[config.mk]
export PLATFORM = sky130hd
export DESIGN_NAME = mie_fifo
export DESIGN_NICKNAME = d
export VERILOG_FILES = /design/src/hw/rtl/mie_fifo.sv
export SDC_FILE = /design/constraint.sdc
export NUM_CORES = 1
export LEC_CHECK = 0
export BUFFER_PORTS_ARGS = -buffer_cell sky130_fd_sc_hd__buf_2
export CORE_MARGIN = 2
export CORE_UTILIZATION = 45
export DETAILED_ROUTE_END_ITERATION = 10
export GPL_ROUTABILITY_DRIVEN = 0
export HOLD_SLACK_MARGIN = 0.02
export PLACE_DENSITY = 0.74
export SKIP_CTS_REPAIR_TIMING = 1
export SLEW_MARGIN = 10
export SYNTH_ARGS = -nofsm -noshare
export SYNTH_HDL_FRONTEND = slang
export SYNTH_SLANG_ARGS = --single-unit
[constraint.sdc]
create_clock -name clk -period 2.1 [get_ports clk]
set_input_delay 0.21 -clock clk [delete_from_list [all_inputs] [get_ports clk]]
set_output_delay 0.21 -clock clk [all_outputs]
set_load 0.02 [all_outputs]
[src/hw/rtl/mie_fifo.sv]
`timescale 1ns / 1ps
module mie_fifo #(
    parameter int W     = 8,
    parameter int DEPTH = 4
) (
    input  logic         clk,
    input  logic         rst_n,
    input  logic         push,
    input  logic [W-1:0] wr_data,
    output logic         full,
    input  logic         pop,
    output logic [W-1:0] rd_data,
    output logic         empty
);
    localparam int AW = (DEPTH > 1) ? $clog2(DEPTH) : 1;
    localparam int CW = $clog2(DEPTH + 1);

    logic [W-1:0]  mem [DEPTH];
    logic [AW-1:0] wr_ptr_reg, wr_ptr_next;
    logic [AW-1:0] rd_ptr_reg, rd_ptr_next;
    logic [CW-1:0] count_reg, count_next;
    logic          do_push, do_pop;

    assign full    = (count_reg == CW'(DEPTH));
    assign empty   = (count_reg == '0);
    assign do_push = push && !full;
    assign do_pop  = pop && !empty;
    assign rd_data = mem[rd_ptr_reg];

    always_comb
    begin
        wr_ptr_next = wr_ptr_reg;
        rd_ptr_next = rd_ptr_reg;
        count_next  = count_reg;
        if (do_push)
            wr_ptr_next = (wr_ptr_reg == AW'(DEPTH - 1)) ? '0 : wr_ptr_reg + 1'b1;
        if (do_pop)
            rd_ptr_next = (rd_ptr_reg == AW'(DEPTH - 1)) ? '0 : rd_ptr_reg + 1'b1;
        if (do_push && !do_pop)
            count_next = count_reg + 1'b1;
        else if (do_pop && !do_push)
            count_next = count_reg - 1'b1;
    end

    always_ff @(posedge clk or negedge rst_n)
    begin
        if (!rst_n)
        begin
            wr_ptr_reg <= '0;
            rd_ptr_reg <= '0;
            count_reg  <= '0;
        end
        else
        begin
            wr_ptr_reg <= wr_ptr_next;
            rd_ptr_reg <= rd_ptr_next;
            count_reg  <= count_next;
        end
    end

    always_ff @(posedge clk)
    begin
        if (do_push)
            mem[wr_ptr_reg] <= wr_data;
    end
endmodule

# After elaboration in Yosys (flattened, before gate mapping)
# Memory sizes are Yosys's and may differ from the RTL's.
# Cells that the tools add are included.
[op_classes] n_addsub=4 n_eq_ne=3 mux=6 reduce_logical=10
[ops] operator="$mux W3" n=2
[ops] operator="$add A2 B1 Y2 const B" n=2
[ops] operator="$eq A2 B2 Y1 const B" n=2
[ops] operator="$logic_and A1 B1 Y1" n=4
[ops] operator="$logic_not A1 Y1" n=4
[ops] operator="$mux W2" n=2
[ops] operator="$add A3 B1 Y3 const B" n=1
[ops] operator="$eq A3 B3 Y1 const B" n=1
[ops] operator="$logic_not A3 Y1" n=1
[ops] operator="$sub A3 B1 Y3 const B" n=1
[ops] operator="$mux W1" n=2
[ops] operator="$reduce_bool A2 Y1" n=1
[word_totals] register_bits=7 ramBits=32 in_bits=12 out_inout_bits=10 word_cells=27 n_memories=1
[mem_list] name="mem" depth=4 word_bits=8 rd=1 rd_clocked_by_memory_dff=0 wr=1 line_no="18" rtl="logic [W-1:0] mem [DEPTH];"

# Logic depth before layout (Yosys ltp)
# Gate-level depths: netlist (run 1).
[logic_depth] ltp_word=7 ltp_mapped=9 depth_no_buf=8

# Worst setup path after synthesis (run 1)
# No wires, ideal clock.
[synth_path] kind="register to register" from="register count_reg[0]" to="register count_reg[2]" arrival_time_ns=2.234 required_ns=2.021 setup_slack_ns=-0.213 stages_incl_launch_ff=9 path_buffers=0 synth_period_minus_slack_ns=2.313 path_cell_list="dfrtp_1 > nor3_1 > nand2b_4 > ha_1 > inv_1 > fa_1 > xor2_1 > nor2_1 > xor2_1"
[synth_via] elab_chain_len=6 elab_cells_between_ends=15 classes_between="add/sub (2); eq/ne (1); mux (2); reduce/logical (10)"
[synth_rtl] item="start, declared" line_no="21" rtl="logic [CW-1:0] count_reg, count_next;"
[synth_rtl] item="start signal, assigned" line_no="57" rtl="count_reg <= count_next;"
[synth_rtl] item="$logic_not A3 Y1 (*)" line_no="25" rtl="assign empty = (count_reg == '0);"
[synth_rtl] item="net empty" line_no="13" rtl="output logic empty"
[synth_rtl] item="$logic_not A1 Y1 (*)" line_no="27" rtl="assign do_pop = pop && !empty;"
[synth_rtl] item="$logic_and A1 B1 Y1 (*)" line_no="27"
[synth_rtl] item="$logic_not A1 Y1" line_no="39" rtl="if (do_push && !do_pop)"
[synth_rtl] item="$logic_and A1 B1 Y1" line_no="39"
[synth_rtl] item="$mux W3 or $reduce_bool A2 Y1 (tied branches)"
# Mark *: on every way through the listed nets, which the timed path passes. The rest lies on a longest branch. The select of a mux whose other input is x is not followed.
# A chain may end at the register's enable or synchronous reset.

# Worst setup path in the final report (run 1)
[layout_path] from="register count_reg[1]" to="register count_reg[2]"
[layout_via] elab_chain_len=6 elab_cells_between_ends=15 classes_between="add/sub (2); eq/ne (1); mux (2); reduce/logical (10)"
[layout_rtl] item="parallel branches: the longest is 6 deep, another holds $sub A3 B1 Y3"
# Several ways; the timed one is not identified. The select of a mux whose other input is x is not followed.

==> results_dict.tcl, run 1 <==
set metrics [dict create \
    slew_viol_final 0 \
    cap_viol_max_count 0 \
    synth_ff_type "edfxtp_1" \
    fin_crit_ps 1960 \
    area_delta_synth_final_pct 16.9 \
    die_h_um 64.0 \
    dieArea_um2 4100 \
    min_path_cells 1 \
    antenna_found_initial 0 \
    root_buffer "clkbuf_4" \
    cpPeakStageDelay_ps 470 \
    cts_buffer_depth 2 \
    cpMaxStageDelayCell "dfrtp_2" \
    final_util_pct 55.9 \
    yosysWarnings 0 \
    drc 0 \
    clk_pin_slew_worst_paths_ps 110 \
    yosys-top-cells-area "edfxtp_1, mux4_2, dfrtp_1, ha_1, mux2_2" \
    r2r_setup_slack_ps 140 \
    dpl-instance-area_um2 1780 \
    worst_setup_path_start_kind "register" \
    ys_seq_elements 39 \
    cpMostUsedCell "xor2_1" \
    status "completed" \
    grt_pass1_vias 820 \
    min_path_type "input pin to register" \
    worstPathRequired_ps 2360 \
    fin_nets 128 \
    synth_area_um2 1620 \
    period_share_pct 93.2 \
    cts_tree "yes" \
    instances_no_fill 156 \
    async_flop_share_pct 17.9 \
    netlist.area_leader.share_pct 59.3 \
    grt_pass1_wl_mm 3.80 \
    whs_ps 80.2 \
    ys_seq_area_share_pct 70.1 \
    synth_most_common_cell "edfxtp_1" \
    yosysTopAreaCell "edfxtp_1" \
    htreeDepth 2 \
    worst_pin_slew_ps 454 \
    synth_cell_types 19 \
    cp_max_fo 4 \
    synth.net_count 98 \
    firstDrtPassIters 4 \
    fin_skew_ps 12.2 \
    wirelength_mm 2.36 \
    vias 760 \
    largest_reg_flops 32 \
    cts_sinks 39 \
    insertion_delay_ps 330 \
    fin_area_um2 1890 \
    fmax_mhz 511 \
    yosys-top-cells-count "edfxtp_1, mux4_2, dfrtp_1" \
    die_x_um 64.0 \
    startpoint "count_reg[1]" \
    track_usage_pct 13.3 \
    slew_headroom_pct 69.8 \
    coreArea_um2 3390 \
    fillCellCount 267 \
    syn-mean-instance-area_um2 20.5 \
    hp-start "wr_data[6]" \
    grt_max_degree 13 \
    synthCells 79 \
    critPathCaptureType "register" \
    drt-initial-drc-count 34 \
    finalHoldViolCount 0 \
    path_class "register to register" \
    worstPathArrival_ps 2220 \
    reg2reg_from "count_reg[1]" \
    antenna_left 0 \
    overflow 0 \
    via_per_inst 4.87 \
    synth_edf_count 32 \
    p_total_mw 2.67 \
    numPortBuffers 21 \
    dp_hpwl_mm 1.62 \
    worstPathCellList "nor3_4 > nand2b_4 > ha_1 > inv_1 > fa_1 > xor2_1 > nor2_1 > xor2_1" \
    dp_cells 144 \
    worstReg2RegEnd "count_reg[2]" \
    peakVddDrop_mv 0.603 \
    cts_buffers 5 \
    initial_core_util_pct 47.8 \
    powerDensity_nw_per_um2 1410 \
    diodes 0 \
    drive_above_1_share_pct 50.9 \
    setup_viol 0 \
    min_to "mem[1][6]" \
    ff2ff_path_depth 8 \
    ios 22 \
    wl_per_cell_um 15.1 \
    leakage_nw 0.720 \
    rows 21 \
]
layout by cell type (no fill, tap or decap), drive strengths merged:
cell,instances
nor2b,1
buf,25
ha,6
mux2,5
nor3b,1
fa,1
xnor2,1
clkinv,2
edfxtp,32
xor2,2
mux4,8
clkbuf,5
bufinv,1
nand2b,1
nor2,3
inv,3
nor3,1
dfrtp,7
dlygate4sd3,1
and2,4
layout make-up:
type	instances	area [um2]	share of cell area [%]
flip-flops and latches	39	1140	60.2
multi-input cells	34	464	24.5
repair buffers	26	145	7.66
well taps	46	57.6	3.04
clock inverters	3	38.8	2.05
clock buffers	5	37.5	1.98
inverters	3	11.3	0.594
layer usage:
metal	GRT usage, %	wire length [um]
met3	5.99	94
met5	0	0
met2	22.4	1250
met1	14.7	991
met4	4.89	24
critical path, delay by kind of cell, from the launching register on:
kind                     cells  cell delay [ps]
flip-flops                   1              470
XOR/XNOR                     2              310
adder cells (fa/ha/maj)      2              570
buffers and inverters        1               70
AND/OR/NAND/NOR              3              470
per-stage QoR:
step                      TNS, ps  setup slack, ps
after floorplan                 0             16.2
after global placement          0              246
after detailed placement        0              110
after CTS                   -12.6            -12.6
after global routing        -23.1            -23.1
final                           0              144
logic make-up after synthesis:
family                     share of synthesized area [%]
and+or+nand+nor                                     5.41
DFF                                                 70.1
muxes                                               15.1
xor gates and xnor gates                            1.62
buffers and inverters                               1.93
adders and majority gates                           5.87
worst max path at each step:
stage                   endpoint  slack, ps  cells past startpoint
global route        count_reg[2]        -20                      8
finish              count_reg[2]        140                      8
global placement    count_reg[2]        250                      8
detailed placement  count_reg[2]        110                      8
CTS                   rd_data[2]        -10                      2
floorplan           count_reg[2]         20                      8
report_power, final:
part | internal, mW | switching (mW) | total, mW
clock network | 0.245 | 0.222 | 0.467
registers | 1.05 | 0.190 | 1.24
logic | 0.503 | 0.459 | 0.962
total | 1.80 | 0.870 | 2.67
No activity file was read; power rests on OpenSTA's default activity.
==> run 2: changes to the inputs <==
CORE_UTILIZATION = 35   (was 45)
PLACE_DENSITY = 0.62   (was 0.74)
==> run 2 against run 1 <==
Design area up 0.53%. Global-route usage down 2.5 points. Utilization down 13 points. Wire length up 8.7%. Clock-buffer cell count up 3. Critical path type unchanged.
==> results_dict.tcl, run 2 (same netlist as run 1, synthesis figures left out) <==
set metrics [dict create \
    grt_pass1_vias 803 \
    setup_viol 0 \
    root_buffer "clkbuf_8" \
    path_class "register to register" \
    cpMostUsedCell "xor2_1" \
    worstPathCellList "nor3_4 > nand2b_4 > ha_1 > inv_1 > fa_1 > xor2_1 > nor2_1 > xor2_1" \
    worst_pin_slew_ps 447 \
    cts_buffers 5 \
    status "completed" \
    slew_headroom_pct 70.2 \
    wl_per_cell_um 16.1 \
    rows 24 \
    cpMaxStageDelayCell "dfrtp_2" \
    final_util_pct 43.1 \
    drt-initial-drc-count 53 \
    grt_pass1_wl_mm 3.95 \
    ios 22 \
    fillCellCount 394 \
    diodes 0 \
    vias 763 \
    worstPathRequired_ps 2310 \
    coreArea_um2 4410 \
    initial_core_util_pct 36.7 \
    cp_max_fo 4 \
    drive_above_1_share_pct 48.6 \
    worstPathArrival_ps 2190 \
    clk_pin_slew_worst_paths_ps 80 \
    pre_cts_slack_ps 76.5 \
    fmax_mhz 504 \
    instances_no_fill 159 \
    drc 0 \
    path_buf_inv 1 \
    worst_setup_path_start_kind "register" \
    insertion_delay_ps 280 \
    slew_viol_final 0 \
    cts_sinks 39 \
    die_h_um 72.0 \
    dp_hpwl_mm 1.77 \
    overflow 0 \
    fin_skew_ps 8.73 \
    critPathCaptureType "register" \
    worst_slack_ps 116 \
    htreeDepth 2 \
    firstDrtPassIters 3 \
    area_delta_synth_final_pct 17.5 \
    whs_ps 137 \
    antenna_found_initial 0 \
    leakage_nw 0.714 \
    finalHoldViolCount 0 \
    cts_buffer_depth 2 \
    cap_viol_max_count 0 \
    grt_max_degree 13 \
    die_x_um 72.0 \
    via_per_inst 4.80 \
    powerDensity_nw_per_um2 1420 \
    mostFrequentLayoutCell "edfxtp_1" \
    peakVddDrop_mv 0.630 \
    track_usage_pct 10.7 \
    largest_reg_flops 32 \
    min_path_type "input pin to register" \
    antenna_left 0 \
    final_cell_mix "edfxtp_1, buf_2, mux4_2" \
    fin_crit_ps 1980 \
    crit_family "adder cells" \
    dp_cells 150 \
    numPortBuffers 21 \
    dieArea_um2 5190 \
    fin_nets 125 \
    cpPeakStageDelay_ps 470 \
    period_share_pct 94.5 \
    cts_tree "yes" \
    wirelength_mm 2.56 \
    p_total_mw 2.71 \
]
==> run 2: routing by layer <==
metal | wire (um) | track usage [%]
met2 | 1330 | 17.2
met1 | 1080 | 13.1
met3 | 117 | 2.92
met4 | 34 | 6.29
met5 | 0 | 0
==> run 2: path summary, 6_finish.rpt <==
path | from | end | cells after the start | slack [ps]
worst max-delay path | count_reg[1] | count_reg[2] | 8 | 120
worst min-delay path | wr_data[0] | mem[0][0] | 1 | 140
worst max register to register | count_reg[1] | count_reg[2] | 8 | 120
worst min register to register | wr_ptr_reg[1] | wr_ptr_reg[1] | 1 | 580
max in group asynchronous | rst_n | count_reg[0] | 2 | 1660
min in group asynchronous | rst_n | count_reg[1] | 2 | 280
==> run 2: area by class of cell <==
class	count	area (um2)	area share, %
inverters	3	11.3	0.591
well taps	52	65.1	3.42
flip-flops and latches	39	1140	59.9
multi-input cells	34	464	24.4
clock buffers	8	101	5.32
repair buffers	23	123	6.44
==> run 2: per-stage QoR <==
step                      instance area, um2  TNS [ps]
after floorplan                         1630         0
after global placement                  1780         0
after detailed placement                1780         0
after CTS                               1880         0
after global routing                    1900     -5.97
final                                   1900         0
==> run 2: power by group <==
part | internal, mW | switching [mW] | total, mW | leakage (nW)
registers | 1.05 | 0.205 | 1.26 | 0.372
clock network | 0.307 | 0.242 | 0.549 | 0.0506
logic | 0.466 | 0.434 | 0.899 | 0.291
==> run 3: changes to the inputs <==
==> constraint.sdc (replaced) <==
create_clock -name clk -period 2.1 [get_ports clk]
set_input_delay 0.21 -clock clk [delete_from_list [all_inputs] [get_ports clk]]
set_output_delay 0.21 -clock clk [all_outputs]
set_load 0.05 [all_outputs]
==> run 3 against run 2 <==
Die area did not move. Register-to-register slack improved by 110 ps. Flip-flop and latch count stayed put. Combinational power increased by 32%. Total power rose by 13%. Clock power up 11%. Largest power group unchanged. Wire length up 3.7%. Global-route usage is 0.92 points higher. Worst setup slack better by 110 ps. Highest routed layer unchanged.
==> results_dict.tcl, run 3 (same netlist as run 1, synthesis figures left out) <==
set metrics [dict create \
    slew_headroom_pct 70.5 \
    worstPathCellList "nor3b_4 > nor2b_2 > ha_4 > inv_2 > fa_1 > xor2_1 > nor2_1 > xor2_1" \
    powerDensity_nw_per_um2 1590 \
    peakVddDrop_mv 0.520 \
    cts_tree "yes" \
    grt_pass1_vias 887 \
    fin_crit_ps 1880 \
    worst_pin_slew_ps 443 \
    leakage_nw 0.719 \
    critPathCaptureType "register" \
    period_share_pct 89.4 \
    firstDrtPassIters 4 \
    p_comb_share_pct 38.9 \
    cpMostUsedCell "xor2_1" \
    ff_latch_area_um2 1140 \
    antenna_found_initial 0 \
    slew_viol_final 0 \
    fillCellCount 394 \
    vias 769 \
    cp_max_fo 3 \
    worstPathRequired_ps 2320 \
    p_sw_mw 1.19 \
    rsz0062_at_grt "no" \
    die_h_um 72.0 \
    cts_buffer_depth 2 \
    grt_max_degree 13 \
    cts_buffers 5 \
    overflow 0 \
    final_util_pct 43.5 \
    rows 24 \
    cts_sinks 39 \
    wl_per_cell_um 16.7 \
    path_class "register to register" \
    seqPwrFrac_pct 41.1 \
    dieArea_um2 5190 \
    track_usage_pct 11.7 \
    dp_hpwl_mm 1.77 \
    cpMaxStageDelayCell "dfrtp_1" \
    setup_viol 0 \
    fin_skew_ps 8.24 \
    p_clk_share_pct 20.0 \
    r2r_setup_slack_ps 220 \
    insertion_delay_ps 290 \
    fin_nets 125 \
    wirelength_mm 2.66 \
    initial_core_util_pct 36.7 \
    finalHoldViolCount 0 \
    htreeDepth 2 \
    clk_pin_slew_worst_paths_ps 80 \
    diodes 0 \
    worstPathArrival_ps 2100 \
    cpPeakStageDelay_ps 430 \
    worst_setup_path_start_kind "register" \
    mostFrequentLayoutCell "edfxtp_1" \
    fmax_mhz 533 \
    drt-initial-drc-count 33 \
    root_buffer "clkbuf_8" \
    pre_cts_slack_ps 237 \
    worst_slack_ps 223 \
    p_int_mw 1.87 \
    final_cell_mix "edfxtp_1, buf_2, mux4_2" \
    ios 22 \
    die_x_um 72.0 \
    drc 0 \
    via_per_inst 4.84 \
    multiInputGateArea_um2 477 \
    min_path_type "input pin to register" \
    grt_pass1_wl_mm 4.25 \
    coreArea_um2 4410 \
    cap_viol_max_count 0 \
    status "completed" \
    numPortBuffers 21 \
    drive_above_1_share_pct 50.5 \
    switching_share_pct 38.7 \
    area_delta_synth_final_pct 18.6 \
    largest_reg_flops 32 \
    antenna_left 0 \
]
run 3: layout make-up:
cell class                      count  share of cell area [%]
Inverter                            3                   0.586
Tap cell                           52                    3.39
Clock buffer                        5                    3.58
Sequential cell                    39                    59.2
Multi-Input combinational cell     34                    24.8
Timing Repair Buffer               23                    6.38
Clock inverter                      3                    2.02
run 3: power by group through the flow:
stage | logic, mW | clock network (mW) | registers (mW)
3_3_place_gp | 1.18 | 0 | 1.26
4_1_cts | 1.21 | 0.621 | 1.27
5_1_grt | 1.27 | 0.661 | 1.29
3_5_place_dp | 1.20 | 0 | 1.28
2_1_floorplan | 1.06 | 0 | 1.16
6_report | 1.19 | 0.612 | 1.26
run 3: worst paths after layout:
kind                                    from             to  cells past startpoint
worst min register to register  count_reg[2]   count_reg[2]                      1
max in group asynchronous              rst_n  rd_ptr_reg[0]                      2
worst min-delay path              wr_data[5]      mem[2][5]                      1
worst max register to register  count_reg[2]   count_reg[2]                      8
worst max-delay path            count_reg[2]   count_reg[2]                      8
min in group asynchronous              rst_n   count_reg[2]                      2
run 3: per-layer routing:
layer	vias to the layer above	global-route usage, %	part of all wire, %
li1	354	-	-
met2	20	19.5	51
met5	-	0	0
met1	391	12.3	42
met3	4	5.97	5.8
met4	0	5.03	1.6
run 3: critical path, delay by kind of cell (launching register included):
family	cells	cell delay (ps)
adder cells (fa/ha/maj)	2	530
XOR/XNOR	2	310
buffers and inverters	1	30
flip-flops	1	430
AND/OR/NAND/NOR	3	490
run 3: metrics by stage:
stage	hold WS [ps]	power, mW	cells	area, um2	TNS [ps]
after floorplan	-85.6	2.22	79	1650	-174
after global routing	113	3.23	159	1920	0
after CTS	-261	3.10	158	1910	-51.8
after global placement	51.7	2.44	150	1800	0
after detailed placement	54.8	2.48	150	1800	0
final	128	3.06	159	1920	0
